**src/rtl/drc_pkg.sv**
```systemverilog
// drc_pkg: shared types, constants and helpers for the dhcp request classifier
// no dependencies; imported by every module of the block but drc_queue
`default_nettype none

package drc_pkg;

	// default width of the per-packet byte counter
	localparam int unsigned COUNTER_BITS_DEF = 12;
	// width of the length bound registers
	localparam int unsigned CFG_W = 12;
	// depth of the queue between front and back
	localparam int unsigned QUEUE_DEPTH = 2;

	// fixed offsets in the bootp payload
	localparam int unsigned OPT_START  = 240;
	localparam int unsigned COOKIE_POS = 236;
	localparam int unsigned HW_LEN_POS = 2;

	// field codes
	localparam logic [7:0] BOOT_REQUEST = 8'd1;
	localparam logic [7:0] TYPE_TAG     = 8'd53;
	localparam logic [7:0] PAD_TAG      = 8'h00;
	localparam logic [7:0] END_TAG      = 8'hFF;
	localparam logic [7:0] MSG_DISCOVER = 8'd1;
	localparam logic [7:0] MSG_REQUEST  = 8'd3;

	// register indexes on the config port
	localparam logic REG_MIN_LENGTH = 1'b0;
	localparam logic REG_MAX_LENGTH = 1'b1;

	// reset values of the length bounds
	localparam logic [CFG_W-1:0] MIN_LENGTH_RST = 12'd240;
	localparam logic [CFG_W-1:0] MAX_LENGTH_RST = 12'd576;

	typedef enum logic [1:0] {
		VERDICT_INVALID  = 2'd0,
		VERDICT_DISCOVER = 2'd1,
		VERDICT_REQUEST  = 2'd2,
		VERDICT_UNTYPED  = 2'd3
	} verdict_t;

	typedef struct packed {
		logic [7:0] data_byte;
		logic       last_byte;
	} in_beat_t;

	typedef struct packed {
		verdict_t   verdict;
		logic [7:0] chaddr_len;
	} out_beat_t;

	// per-byte classification handed from front to back
	typedef struct packed {
		logic last;
		logic examine;
		logic hdr_bad;
		logic cookie_bad;
		logic is_hw;
		logic len_ok;
	} byte_flags_t;

	// magic cookie 63 82 53 63
	function automatic logic [7:0] cookie_byte(input logic [1:0] idx);
		logic [7:0] b;
		case (idx)
			2'd0: b = 8'h63;
			2'd1: b = 8'h82;
			2'd2: b = 8'h53;
			2'd3: b = 8'h63;
			default: b = 8'h63;
		endcase
		return b;
	endfunction

endpackage

`default_nettype wire

```
**src/rtl/drc_queue.sv**
```systemverilog
// drc_queue: short flop-based fifo between classifier front and back
// generic word width; no package dependencies
`default_nettype none

module drc_queue #(
	parameter int unsigned WIDTH = 8,
	parameter int unsigned DEPTH = 2
) (
	input  wire logic             clk,
	input  wire logic             arst_n,
	input  wire logic             push,
	output logic                  push_ready,
	input  wire logic [WIDTH-1:0] push_word,
	output logic                  pop_valid,
	input  wire logic             pop,
	output logic [WIDTH-1:0]      pop_word
);

	localparam int unsigned PTR_W = (DEPTH > 1) ? $clog2(DEPTH) : 1;
	localparam int unsigned CNT_W = $clog2(DEPTH + 1);
	localparam logic [PTR_W-1:0] LAST_SLOT = PTR_W'(DEPTH - 1);

	logic [WIDTH-1:0] slot_q [DEPTH];
	logic [PTR_W-1:0] wr_ptr_q;
	logic [PTR_W-1:0] rd_ptr_q;
	logic [CNT_W-1:0] fill_q;
	logic             do_push;
	logic             do_pop;

	assign push_ready = (fill_q != CNT_W'(DEPTH));
	assign pop_valid  = (fill_q != '0);
	assign pop_word   = slot_q[rd_ptr_q];
	assign do_push    = push && push_ready;
	assign do_pop     = pop && pop_valid;

	// storage, no reset needed on payload
	always_ff @(posedge clk) begin
		if (do_push) begin
			slot_q[wr_ptr_q] <= push_word;
		end
	end

	// pointers and fill level
	always_ff @(posedge clk or negedge arst_n) begin
		if (!arst_n) begin
			wr_ptr_q <= '0;
			rd_ptr_q <= '0;
			fill_q   <= '0;
		end else begin
			if (do_push) begin
				wr_ptr_q <= (wr_ptr_q == LAST_SLOT) ? '0 : wr_ptr_q + 1'b1;
			end
			if (do_pop) begin
				rd_ptr_q <= (rd_ptr_q == LAST_SLOT) ? '0 : rd_ptr_q + 1'b1;
			end
			if (do_push && !do_pop) begin
				fill_q <= fill_q + 1'b1;
			end else if (do_pop && !do_push) begin
				fill_q <= fill_q - 1'b1;
			end
		end
	end

endmodule

`default_nettype wire

```
**src/rtl/drc_front.sv**
```systemverilog
// drc_front: accepts payload beats, tracks byte position and classifies each byte
// depends on drc_pkg
`default_nettype none

module drc_front #(
	parameter int unsigned COUNTER_BITS = drc_pkg::COUNTER_BITS_DEF
) (
	input  wire logic                         clk,
	input  wire logic                         arst_n,
	input  wire logic                         in_valid,
	output logic                              in_ready,
	input  wire drc_pkg::in_beat_t            in_data,
	input  wire logic [drc_pkg::CFG_W-1:0]    min_length,
	input  wire logic [drc_pkg::CFG_W-1:0]    max_length,
	output logic                              push,
	input  wire logic                         push_ready,
	output drc_pkg::byte_flags_t              flags,
	output logic [7:0]                        data,
	output logic [COUNTER_BITS-1:0]           pos
);

	import drc_pkg::*;

	localparam logic [COUNTER_BITS-1:0] CNT_MAX = '1;
	localparam int unsigned CMP_W = (COUNTER_BITS > CFG_W) ? COUNTER_BITS : CFG_W;

	logic [COUNTER_BITS-1:0] count_q;
	logic                    examine;
	logic [COUNTER_BITS-1:0] len;
	logic [CMP_W-1:0]        len_w;
	logic                    in_cookie;

	assign in_ready = push_ready;
	assign push     = in_valid && push_ready;

	// position of this byte and packet length if it is the last one
	assign examine = (count_q != CNT_MAX);
	assign pos     = count_q;
	assign data    = in_data.data_byte;
	assign len     = examine ? count_q + 1'b1 : count_q;
	assign len_w   = CMP_W'(len);

	assign in_cookie = (pos >= COUNTER_BITS'(COOKIE_POS)) &&
	                   (pos < COUNTER_BITS'(OPT_START));

	// per-byte checks
	always_comb begin
		flags.last       = in_data.last_byte;
		flags.examine    = examine;
		flags.hdr_bad    = examine && (pos < COUNTER_BITS'(HW_LEN_POS)) &&
		                   (in_data.data_byte != BOOT_REQUEST);
		flags.cookie_bad = examine && in_cookie &&
		                   (in_data.data_byte != cookie_byte(pos[1:0]));
		flags.is_hw      = examine && (pos == COUNTER_BITS'(HW_LEN_POS));
		flags.len_ok     = (len_w >= CMP_W'(OPT_START)) &&
		                   (len_w >= CMP_W'(min_length)) &&
		                   (len_w <= CMP_W'(max_length));
	end

	// saturating byte counter, cleared after the last beat
	always_ff @(posedge clk or negedge arst_n) begin
		if (!arst_n) begin
			count_q <= '0;
		end else if (push) begin
			if (in_data.last_byte) begin
				count_q <= '0;
			end else if (examine) begin
				count_q <= count_q + 1'b1;
			end
		end
	end

endmodule

`default_nettype wire

```
**src/rtl/drc_back.sv**
```systemverilog
// drc_back: option walker, header state and verdict output register
// depends on drc_pkg
`default_nettype none

module drc_back #(
	parameter int unsigned COUNTER_BITS = drc_pkg::COUNTER_BITS_DEF
) (
	input  wire logic                    clk,
	input  wire logic                    arst_n,
	input  wire logic                    pop_valid,
	output logic                         pop,
	input  wire drc_pkg::byte_flags_t    flags,
	input  wire logic [7:0]              data,
	input  wire logic [COUNTER_BITS-1:0] pos,
	output logic                         out_valid,
	input  wire logic                    out_ready,
	output drc_pkg::out_beat_t           out_data
);

	import drc_pkg::*;

	typedef enum logic [1:0] {
		FOUND_NONE     = 2'd0,
		FOUND_DISCOVER = 2'd1,
		FOUND_REQUEST  = 2'd2
	} found_t;

	localparam logic [COUNTER_BITS-1:0] CNT_MAX   = '1;
	localparam logic [COUNTER_BITS-1:0] START_POS = COUNTER_BITS'(OPT_START);

	logic                    header_ok_q, header_ok_n;
	logic                    cookie_ok_q, cookie_ok_n;
	logic [7:0]              hw_len_q, hw_len_n;
	logic [COUNTER_BITS-1:0] next_tag_q, next_tag_n;
	logic [7:0]              pend_tag_q, pend_tag_n;
	logic [7:0]              pend_len_q, pend_len_n;
	logic                    stopped_q, stopped_n;
	found_t                  found_q, found_n;
	logic                    out_valid_q;
	out_beat_t               out_data_q;

	logic                    fire;
	logic [COUNTER_BITS-1:0] offset;
	logic [COUNTER_BITS-1:0] pos_inc;
	logic [COUNTER_BITS:0]   jump;
	logic                    ok;

	// a last beat waits for the output register, other beats flow
	assign pop  = pop_valid && (!flags.last || !out_valid_q || out_ready);
	assign fire = pop;

	assign offset  = pos - next_tag_q;
	assign pos_inc = pos + 1'b1;
	assign jump    = {1'b0, next_tag_q} + (COUNTER_BITS + 1)'(pend_len_q) +
	                 (COUNTER_BITS + 1)'(2);

	// header fields and option walk for one byte
	always_comb begin
		header_ok_n = header_ok_q && !flags.hdr_bad;
		cookie_ok_n = cookie_ok_q && !flags.cookie_bad;
		hw_len_n    = flags.is_hw ? data : hw_len_q;
		next_tag_n  = next_tag_q;
		pend_tag_n  = pend_tag_q;
		pend_len_n  = pend_len_q;
		stopped_n   = stopped_q;
		found_n     = found_q;
		if (flags.examine && !stopped_q && (pos >= next_tag_q)) begin
			if (offset == '0) begin
				// tag byte
				if (data == END_TAG) begin
					stopped_n = 1'b1;
				end else if (data == PAD_TAG) begin
					next_tag_n = pos_inc;
					stopped_n  = (pos_inc == CNT_MAX);
				end else begin
					pend_tag_n = data;
				end
			end else if (offset == COUNTER_BITS'(1)) begin
				pend_len_n = data;
			end else if (offset == COUNTER_BITS'(2)) begin
				// first value byte
				if (pend_tag_q == TYPE_TAG && data == MSG_DISCOVER) begin
					found_n   = FOUND_DISCOVER;
					stopped_n = 1'b1;
				end else if (pend_tag_q == TYPE_TAG && data == MSG_REQUEST) begin
					found_n   = FOUND_REQUEST;
					stopped_n = 1'b1;
				end else if (jump >= {1'b0, CNT_MAX}) begin
					next_tag_n = CNT_MAX;
					stopped_n  = 1'b1;
				end else begin
					next_tag_n = jump[COUNTER_BITS-1:0];
				end
			end
		end
	end

	assign ok = header_ok_n && cookie_ok_n && flags.len_ok;

	// per-packet state, cleared after the last beat
	always_ff @(posedge clk or negedge arst_n) begin
		if (!arst_n) begin
			header_ok_q <= 1'b1;
			cookie_ok_q <= 1'b1;
			hw_len_q    <= '0;
			next_tag_q  <= START_POS;
			pend_tag_q  <= '0;
			pend_len_q  <= '0;
			stopped_q   <= 1'b0;
			found_q     <= FOUND_NONE;
		end else if (fire) begin
			if (flags.last) begin
				header_ok_q <= 1'b1;
				cookie_ok_q <= 1'b1;
				hw_len_q    <= '0;
				next_tag_q  <= START_POS;
				pend_tag_q  <= '0;
				pend_len_q  <= '0;
				stopped_q   <= 1'b0;
				found_q     <= FOUND_NONE;
			end else begin
				header_ok_q <= header_ok_n;
				cookie_ok_q <= cookie_ok_n;
				hw_len_q    <= hw_len_n;
				next_tag_q  <= next_tag_n;
				pend_tag_q  <= pend_tag_n;
				pend_len_q  <= pend_len_n;
				stopped_q   <= stopped_n;
				found_q     <= found_n;
			end
		end
	end

	// result register
	always_ff @(posedge clk or negedge arst_n) begin
		if (!arst_n) begin
			out_valid_q <= 1'b0;
		end else if (fire && flags.last) begin
			out_valid_q <= 1'b1;
		end else if (out_ready) begin
			out_valid_q <= 1'b0;
		end
	end

	always_ff @(posedge clk) begin
		if (fire && flags.last) begin
			out_data_q.chaddr_len <= ok ? hw_len_n : 8'd0;
			if (!ok) begin
				out_data_q.verdict <= VERDICT_INVALID;
			end else begin
				case (found_n)
					FOUND_DISCOVER: out_data_q.verdict <= VERDICT_DISCOVER;
					FOUND_REQUEST:  out_data_q.verdict <= VERDICT_REQUEST;
					default:        out_data_q.verdict <= VERDICT_UNTYPED;
				endcase
			end
		end
	end

	assign out_valid = out_valid_q;
	assign out_data  = out_data_q;

endmodule

`default_nettype wire

```
**src/rtl/dhcp_request_classifier.sv**
```systemverilog
// dhcp_request_classifier: top level, config registers, front, queue and back
// depends on drc_pkg, drc_front, drc_queue, drc_back
//
//   channel   dir  handshake            content
//   in        in   in_valid/in_ready    one payload byte and last flag a beat
//   out       out  out_valid/out_ready  verdict and hw address length
//   apb       in   psel/penable/pready  min_length at 0x0, max_length at 0x4
//
// takes one byte a cycle while in_ready is high; the last byte's verdict passes the queue, then the result register
// the front counts and checks bytes, the back walks options from a two-beat queue
// in_ready falls only when the queue holds two beats, i.e. a result waits unread
// only a last byte waits for the result register; other bytes never stall the back
// reset sets the length bounds to 240 and 576 and clears all per-packet state
`default_nettype none

module dhcp_request_classifier #(
	parameter int unsigned COUNTER_BITS = drc_pkg::COUNTER_BITS_DEF
) (
	input  wire logic               clk,
	input  wire logic               arst_n,
	input  wire logic               in_valid,
	output logic                    in_ready,
	input  wire drc_pkg::in_beat_t  in_data,
	output logic                    out_valid,
	input  wire logic               out_ready,
	output drc_pkg::out_beat_t      out_data,
	input  wire logic               psel,
	input  wire logic               penable,
	input  wire logic               pwrite,
	input  wire logic [2:0]         paddr,
	input  wire logic [31:0]        pwdata,
	output logic [31:0]             prdata,
	output logic                    pready
);

	import drc_pkg::*;

	localparam int unsigned Q_W = $bits(byte_flags_t) + 8 + COUNTER_BITS;

	logic [CFG_W-1:0]        min_length_q;
	logic [CFG_W-1:0]        max_length_q;
	logic                    reg_sel;
	logic                    push;
	logic                    push_ready;
	byte_flags_t             f_flags;
	logic [7:0]              f_data;
	logic [COUNTER_BITS-1:0] f_pos;
	logic [Q_W-1:0]          push_word;
	logic [Q_W-1:0]          pop_word;
	logic                    pop_valid;
	logic                    pop;
	byte_flags_t             b_flags;
	logic [7:0]              b_data;
	logic [COUNTER_BITS-1:0] b_pos;

	// config port
	assign pready  = 1'b1;
	assign reg_sel = paddr[2];

	always_ff @(posedge clk or negedge arst_n) begin
		if (!arst_n) begin
			min_length_q <= MIN_LENGTH_RST;
			max_length_q <= MAX_LENGTH_RST;
		end else if (psel && penable && pwrite && pready) begin
			if (reg_sel == REG_MIN_LENGTH) begin
				min_length_q <= pwdata[CFG_W-1:0];
			end else begin
				max_length_q <= pwdata[CFG_W-1:0];
			end
		end
	end

	assign prdata = (reg_sel == REG_MAX_LENGTH) ? 32'(max_length_q) : 32'(min_length_q);

	// front: byte position and checks
	drc_front #(
		.COUNTER_BITS (COUNTER_BITS)
	) u_front (
		.clk        (clk),
		.arst_n     (arst_n),
		.in_valid   (in_valid),
		.in_ready   (in_ready),
		.in_data    (in_data),
		.min_length (min_length_q),
		.max_length (max_length_q),
		.push       (push),
		.push_ready (push_ready),
		.flags      (f_flags),
		.data       (f_data),
		.pos        (f_pos)
	);

	assign push_word = {f_flags, f_data, f_pos};

	// queue between front and back
	drc_queue #(
		.WIDTH (Q_W),
		.DEPTH (QUEUE_DEPTH)
	) u_queue (
		.clk        (clk),
		.arst_n     (arst_n),
		.push       (push),
		.push_ready (push_ready),
		.push_word  (push_word),
		.pop_valid  (pop_valid),
		.pop        (pop),
		.pop_word   (pop_word)
	);

	assign {b_flags, b_data, b_pos} = pop_word;

	// back: option walk and verdict
	drc_back #(
		.COUNTER_BITS (COUNTER_BITS)
	) u_back (
		.clk       (clk),
		.arst_n    (arst_n),
		.pop_valid (pop_valid),
		.pop       (pop),
		.flags     (b_flags),
		.data      (b_data),
		.pos       (b_pos),
		.out_valid (out_valid),
		.out_ready (out_ready),
		.out_data  (out_data)
	);

endmodule

`default_nettype wire

```
**config.mk**
```make
export PLATFORM = sky130hd
export DESIGN_NAME = dhcp_request_classifier
export DESIGN_NICKNAME = d
export VERILOG_FILES = /design/src/rtl/drc_pkg.sv /design/src/rtl/drc_queue.sv /design/src/rtl/drc_front.sv /design/src/rtl/drc_back.sv /design/src/rtl/dhcp_request_classifier.sv
export SDC_FILE = /design/constraint.sdc
export NUM_CORES = 1
export LEC_CHECK = 0
export BUFFER_PORTS_ARGS = -buffer_cell sky130_fd_sc_hd__buf_4
export CAP_MARGIN = 20
export CORE_ASPECT_RATIO = 1.25
export CORE_MARGIN = 3
export CORE_UTILIZATION = 45
export DETAILED_ROUTE_END_ITERATION = 6
export SYNTH_ARGS = -nofsm -noshare
export SYNTH_HDL_FRONTEND = slang
export SYNTH_SLANG_ARGS = --single-unit
```
**constraint.sdc**
```tcl
create_clock -name clk -period 5.6 [get_ports clk]
set_input_delay 0.56 -clock clk [delete_from_list [all_inputs] [get_ports clk]]
set_output_delay 0.56 -clock clk [all_outputs]
set_load 0.01 [all_outputs]
```
* Yosys cells after proc, flatten, opt, wreduce, memory -nomap -nowiden
Memories as Yosys holds them, arrays and structs flattened.
Cells that the tools add are included.
** Word-level totals
- Memory bits (writable) :: 52
- Input port bits :: 51
- Register bits after elaboration :: 92
- Memories kept :: 1
- Word-level logic and storage cells :: 167
- Output and inout port bits :: 45
** Cells by class
- Multiplexer cells :: 53
- Eq/ne operators :: 26
- $add $sub $neg :: 9
- Bitwise logic cells :: 1
- Reduce and logical (&&, ||, !) cells :: 52
- Magnitude comparators :: 8
** Memory list
- u_queue.slot_q :: words 2, width 26, rd ports 1, clocked after memory_dff 0, wr ports 1, line drc_queue.sv:23 : logic [WIDTH-1:0] slot_q [DEPTH];
** Operator list (number)
- 12-bit 2-to-1 mux :: 13
- 8-bit 2-to-1 mux :: 11
- 1-bit logical AND :: 25
- 12-bit by 1-bit adder with 12-bit output (second input constant) :: 2
- 12-bit by 2-bit == test with 1-bit output (second input constant) :: 2
- 12-bit greater-or-equal comparator :: 2
- 12-bit by 8-bit greater-or-equal comparator with 1-bit output (second input constant) :: 2
- 8-bit one-hot mux with 3 select lines :: 1
- 1-bit 2-to-1 mux :: 18
- 2-bit 2-to-1 mux :: 9
- 12-bit by 8-bit adder with 13-bit output :: 1
- 13-bit by 2-bit adder with 13-bit output (second input constant) :: 1
- 13-bit by 12-bit greater-or-equal comparator with 1-bit output (second input constant) :: 1
- 12-bit by 1-bit == test with 1-bit output (second input constant) :: 1
- 12-bit == test (second input constant) :: 1
- 12-bit less-or-equal comparator :: 1
- 12-bit logical NOT :: 1
- 12-bit by 2-bit less-than comparator with 1-bit output (second input constant) :: 1
- 12-bit by 8-bit less-than comparator with 1-bit output (second input constant) :: 1
- 12-bit inequality test (second input constant) :: 1
- 2-bit nonzero test :: 6
- 12-bit subtractor :: 1
- 3-bit by 2-bit inequality test with 1-bit output (second input constant) :: 3
- 8-bit by 1-bit == test with 1-bit output (second input constant) :: 1
- other kinds (27) :: 43

* Depth between registers and ports, before layout
- Word-level depth :: 11
- Gate-level depth with buffers :: 17
- Gate-level depth less buffers :: 16

* By module
Synthesis repeated with hierarchy kept, for this count alone.
** Second synthesis, totals
- Cells, all modules :: 867
- Area total of the unflattened synthesis :: 9152.5 µm²
** By module, submodules not included
- drc_back :: area each 4012.6 µm², instances 1, seq. area each 1358.8 µm², cells each 472
- drc_queue :: area each 2170.8 µm², instances 1, seq. area each 1661.6 µm², cells each 99
- drc_front :: area each 1689.1 µm², instances 1, seq. area each 300.3 µm², cells each 208
- dhcp_request_classifier :: area each 1280.0 µm², instances 1, seq. area each 608.1 µm², cells each 88

* Worst setup path after synthesis
Ideal clock, no wire load.
- Path type :: register -> register
- Start :: register u_queue.rd_ptr_q
- End :: register u_back.next_tag_q[8]
- Path buffers :: 4
- Arrival :: 4.112 ns
- Slack :: 1.363 ns
- Library setup time :: 0.125 ns
- Clock period less this slack :: 4.237 ns
- Stages on the path, launching flop included :: 17
- Path through :: dfrtp_1 buf_6 buf_6 buf_2 mux2i_1 ha_1 inv_1 fa_1 a211oi_2 o21ai_1 a31oi_1 mux2_2 nand4_2 or4_4 o21ai_4 buf_6 mux2_4
** On the way
- Word-level cells in the longest chain between the ends :: 7
- Elaborated cells on any way between the ends :: 32
** RTL lines
- from (decl) :: line drc_queue.sv:25 : logic [PTR_W-1:0] rd_ptr_q;
- from (signal assigned) :: line drc_queue.sv:54 : rd_ptr_q <= (rd_ptr_q == LAST_SLOT) ? '0 : rd_ptr_q + 1'b1;
- memory 2 x 26 bit *
- branches (longest 6 deep; another with 12-bit subtractor)
- to (signal assigned) :: line drc_back.sv:125 : next_tag_q <= next_tag_n;
- to (decl) :: line drc_back.sv:34 : logic [COUNTER_BITS-1:0] next_tag_q, next_tag_n;
Mark *: on every way between the ends. The select of a mux whose other input is x is not followed.
A chain may end at the register's enable or synchronous reset.

* Worst setup path after layout
- Start :: register u_queue.rd_ptr_q
- End :: register u_back.next_tag_q[2]
The elaborated chain is that of the path after synthesis.

==> flow_summary_export.csv <==
group,metric,value,unit
timing,final_hold_viol_count,0,
timing,post-route-period-util,81.39,%
global_route,met1_usage,23.64,%
worst_setup_path,cp_cell_sequence,"buf_4 > mux2i_1 > inv_1 > fa_1 > a211oi_2 > o21ai_1 > a31oi_1 > mux2_2 > nand4_2 > or4_4 > o21ai_4 > mux2_2",
synth,yosysWarnings,0,
synth,syn_inst,864,
global_route,grt-ovfl-total,0,
worst_setup_path,crit_path_end_kind,"register",
final_layout,seq_area,3929,µm²
route,via_per_inst,5.430,
floorplan,core.rowCount,57,
job,maxCapViolCount,0,
route,drc,0,
route,first_iter_violations,368,
floorplan,start_util,46.02,%
timing,setup_viol,0,
global_route,grt_pass1_wl,33710,µm
clocking,postCtsResizedCells,0,
final_layout,drive_above_1_share,17.88,%
synth,synth_edf_count,62,
floorplan,dieWidth,132.2,µm
final_layout,nets,1034,
synth,synth_cell_type_count,80,
final_layout,syn2layout_area_growth,13.39,%
route,vias,6511,
synth,syn_area,8960,µm²
clocking,cts_sinks,144,
timing,slew-limit-headroom,34.25,%
timing,drv_slew,0,
global_route,antenna_found_initial,0,
power_and_ir_drop,ir_worst_vdd,282.0,µV
final_layout,final_cell_mix,"dfrtp_1, inv_1, buf_4",
power_and_ir_drop,power_density,510.2,nW/µm²
clocking,htreeDepth,4,
worst_setup_path,cpPeakStageDelay,0.67,ns
route,drt-total-wl,20160,µm
timing,tightest_slew,0.9819,ns
final_layout,layout_commonest_cell,"dfrtp_1",
placement,hpwl,15230,µm
timing,clock_skew,0.009320,ns
clocking,cts_buffer_depth,2,
worst_setup_path,path_buf_inv,2,
floorplan,floorplan.die_area,21650,µm²
timing,max_freq,219.4,MHz
placement,gp_congestion,0.8851,
global_route,grt_busiest_layer,"met2",
clocking,cts_setup_buffers,0,
clocking,cts_tree,"done",
worst_setup_path,slowest_stage,"or4_4",
worst_setup_path,cp_top_family,"compound AO/OA/AOI/OAI gates",
timing,hold_slack,0.04215,ns
worst_setup_path,start_kind,"register",
synth,synthArstFlopShare,56.94,%
worst_setup_path,crit_top_cell,"mux2_2",
run_status,outcome,"finished clean",
timing,fin_tns_setup,0,ns
route,wire_per_inst,16.81,µm
global_route,grt_use_met3,3.676,%
route,ant_nets,0,
clocking,cts-root-buf,"clkbuf_16",
route,firstDrtPassIters,5,
global_route,grt_max_degree,58,
timing,rsz0062_at_grt,"no",
global_route,grtUsageMet2,35.46,%
worst_setup_path,worstSetupPathType,"register to register",
clocking,ctsHoldBuffers,0,
synth,yosysSeqAreaShare,43.85,%
synth,ys.flop_type,"dfrtp_1",
final_layout,multiInputGateArea,4563,µm²
clocking,path_clk_slew,0.06,ns
min_path,hp-class,"input pin to asynchronous set/reset pin",
global_route,grt_use_total,19.43,%
timing,final.min_clock_period,4.558,ns
power_and_ir_drop,p_leak,0.004508,µW
final_layout,nFillCells,1813,
placement,portBuffers,52,
clocking,clk_latency,0.42,ns
floorplan,core,19470,µm²
floorplan,io_pins,96,
worst_setup_path,worstPathRequired,5.90,ns
global_route,grt_pass1_vias,6616,
synth,syn_avg_cell_area,10.37,µm²
floorplan,die_h,163.8,µm
final_layout,num_antenna_cells,0,
worst_setup_path,crit_path_max_fanout,16,
worst_setup_path,cp.arrival,4.86,ns
synth,ys_ff_latch,144,
clocking,cts_buffers,17,
final_layout,fin_util,52.18,%
[sequential cells by signal (all words and copies together) (netlist names), 8 cells and up]
register	cells
max_length_q	12
u_back.out_data	10
u_back.hw_len_q	8
u_back.pend_len_q	8
min_length_q	12
u_back.next_tag_q	12
u_front.pos	12
u_back.pend_tag_q	8
u_queue.slot_q	52
[stage by stage]
step           area (µm²)  power, µW  setup WS [ns]  std cells
6_report            10160       5183          1.042       1199
5_1_grt             10160       5573         0.4656       1199
4_1_cts             10160       5220         0.9856       1199
3_5_place_dp         9563       4049          1.035       1167
3_3_place_gp         9563       4021         0.9870       1167
2_1_floorplan        9031       3368          1.363        883
[layer usage]
metal	share of wire [%]	vias up
met1	43	3144
met4	1.3	0
met3	3.4	18
met2	53	117
li1	-	3232
met5	0	-
[worst paths after layout]
path	start	cells after the start	slack [ns]	end
worst max register to register	u_queue.rd_ptr_q$_DFFE_PN0P_	12	1.04	u_back.next_tag_q[2]$_DFFE_PN0P_
worst min register to register	u_back.hw_len_q[2]$_DFFE_PN0P_	2	0.48	u_back.hw_len_q[2]$_DFFE_PN0P_
worst max-delay path	u_queue.rd_ptr_q$_DFFE_PN0P_	12	1.04	u_back.next_tag_q[2]$_DFFE_PN0P_
worst min-delay path	arst_n	1	0.04	u_back.hw_len_q[3]$_DFFE_PN0P_
min in group clk	in_data[3]	1	0.33	u_queue.slot_q[1][14]$_DFFE_PP_
max in group asynchronous	arst_n	2	4.47	u_front.pos[8]$_DFFE_PN0P_
[synth_stat cells (5+ instances only)]
cell type  instances  area [µm²]
a21oi_1           31       155.2
and2_1            10       62.56
mux2i_1           33       330.3
a21o_1            14       105.1
nand2_1           61       229.0
a211oi_1          12       90.09
dfstp_2           12       315.3
dfrtp_1           70        1752
xor2_1            12       105.1
and3_1             9       56.30
a22o_1             5       43.79
nand4_1           12       75.07
o211ai_1           5       37.54
inv_1             69       259.0
nor4_1            18       112.6
nor2b_1           13       81.33
o21ai_0           39       195.2
nor2_1            54       202.7
mux2_2            41       461.7
buf_4             21       157.7
edfxtp_1          62        1862
nor3_1            15       75.07
ha_1              60       750.7
nor3b_1            6       45.04
xnor2_1           21       183.9
nand3_1           19       95.09
clkbuf_1          13       48.80
o22ai_1            6       37.54
or4_1              7       52.55
nand2b_1          17       106.4
[power breakdown]
part	switching [µW]	internal [µW]	total, µW
registers	149	1410	1550
clock network	482	669	1150
logic	1480	1000	2480
total	2110	3080	5180
[layout make-up]
type	instances	share of cell area, %
multi-input cells	625	44.91
flip-flops and latches	144	38.67
repair buffers	64	4.729
clock buffers	17	4.187
clock inverters	15	1.687
well taps	265	3.264
inverters	69	2.549
[cells by family (layout without fill, tap and decap cells)]
group	count (synthesis)	count (layout)	share of synthesized area, %
simple gates	265	265	15.72
compound gates	164	164	12.44
flops	144	144	43.85
buf+inv	114	165	6.047
mux	80	80	9.803
fa+ha+maj	62	62	8.826
xor+xnor	33	33	3.226
other cells	2	21	0.08382
Note: power is estimated with default switching activity, not from simulation.
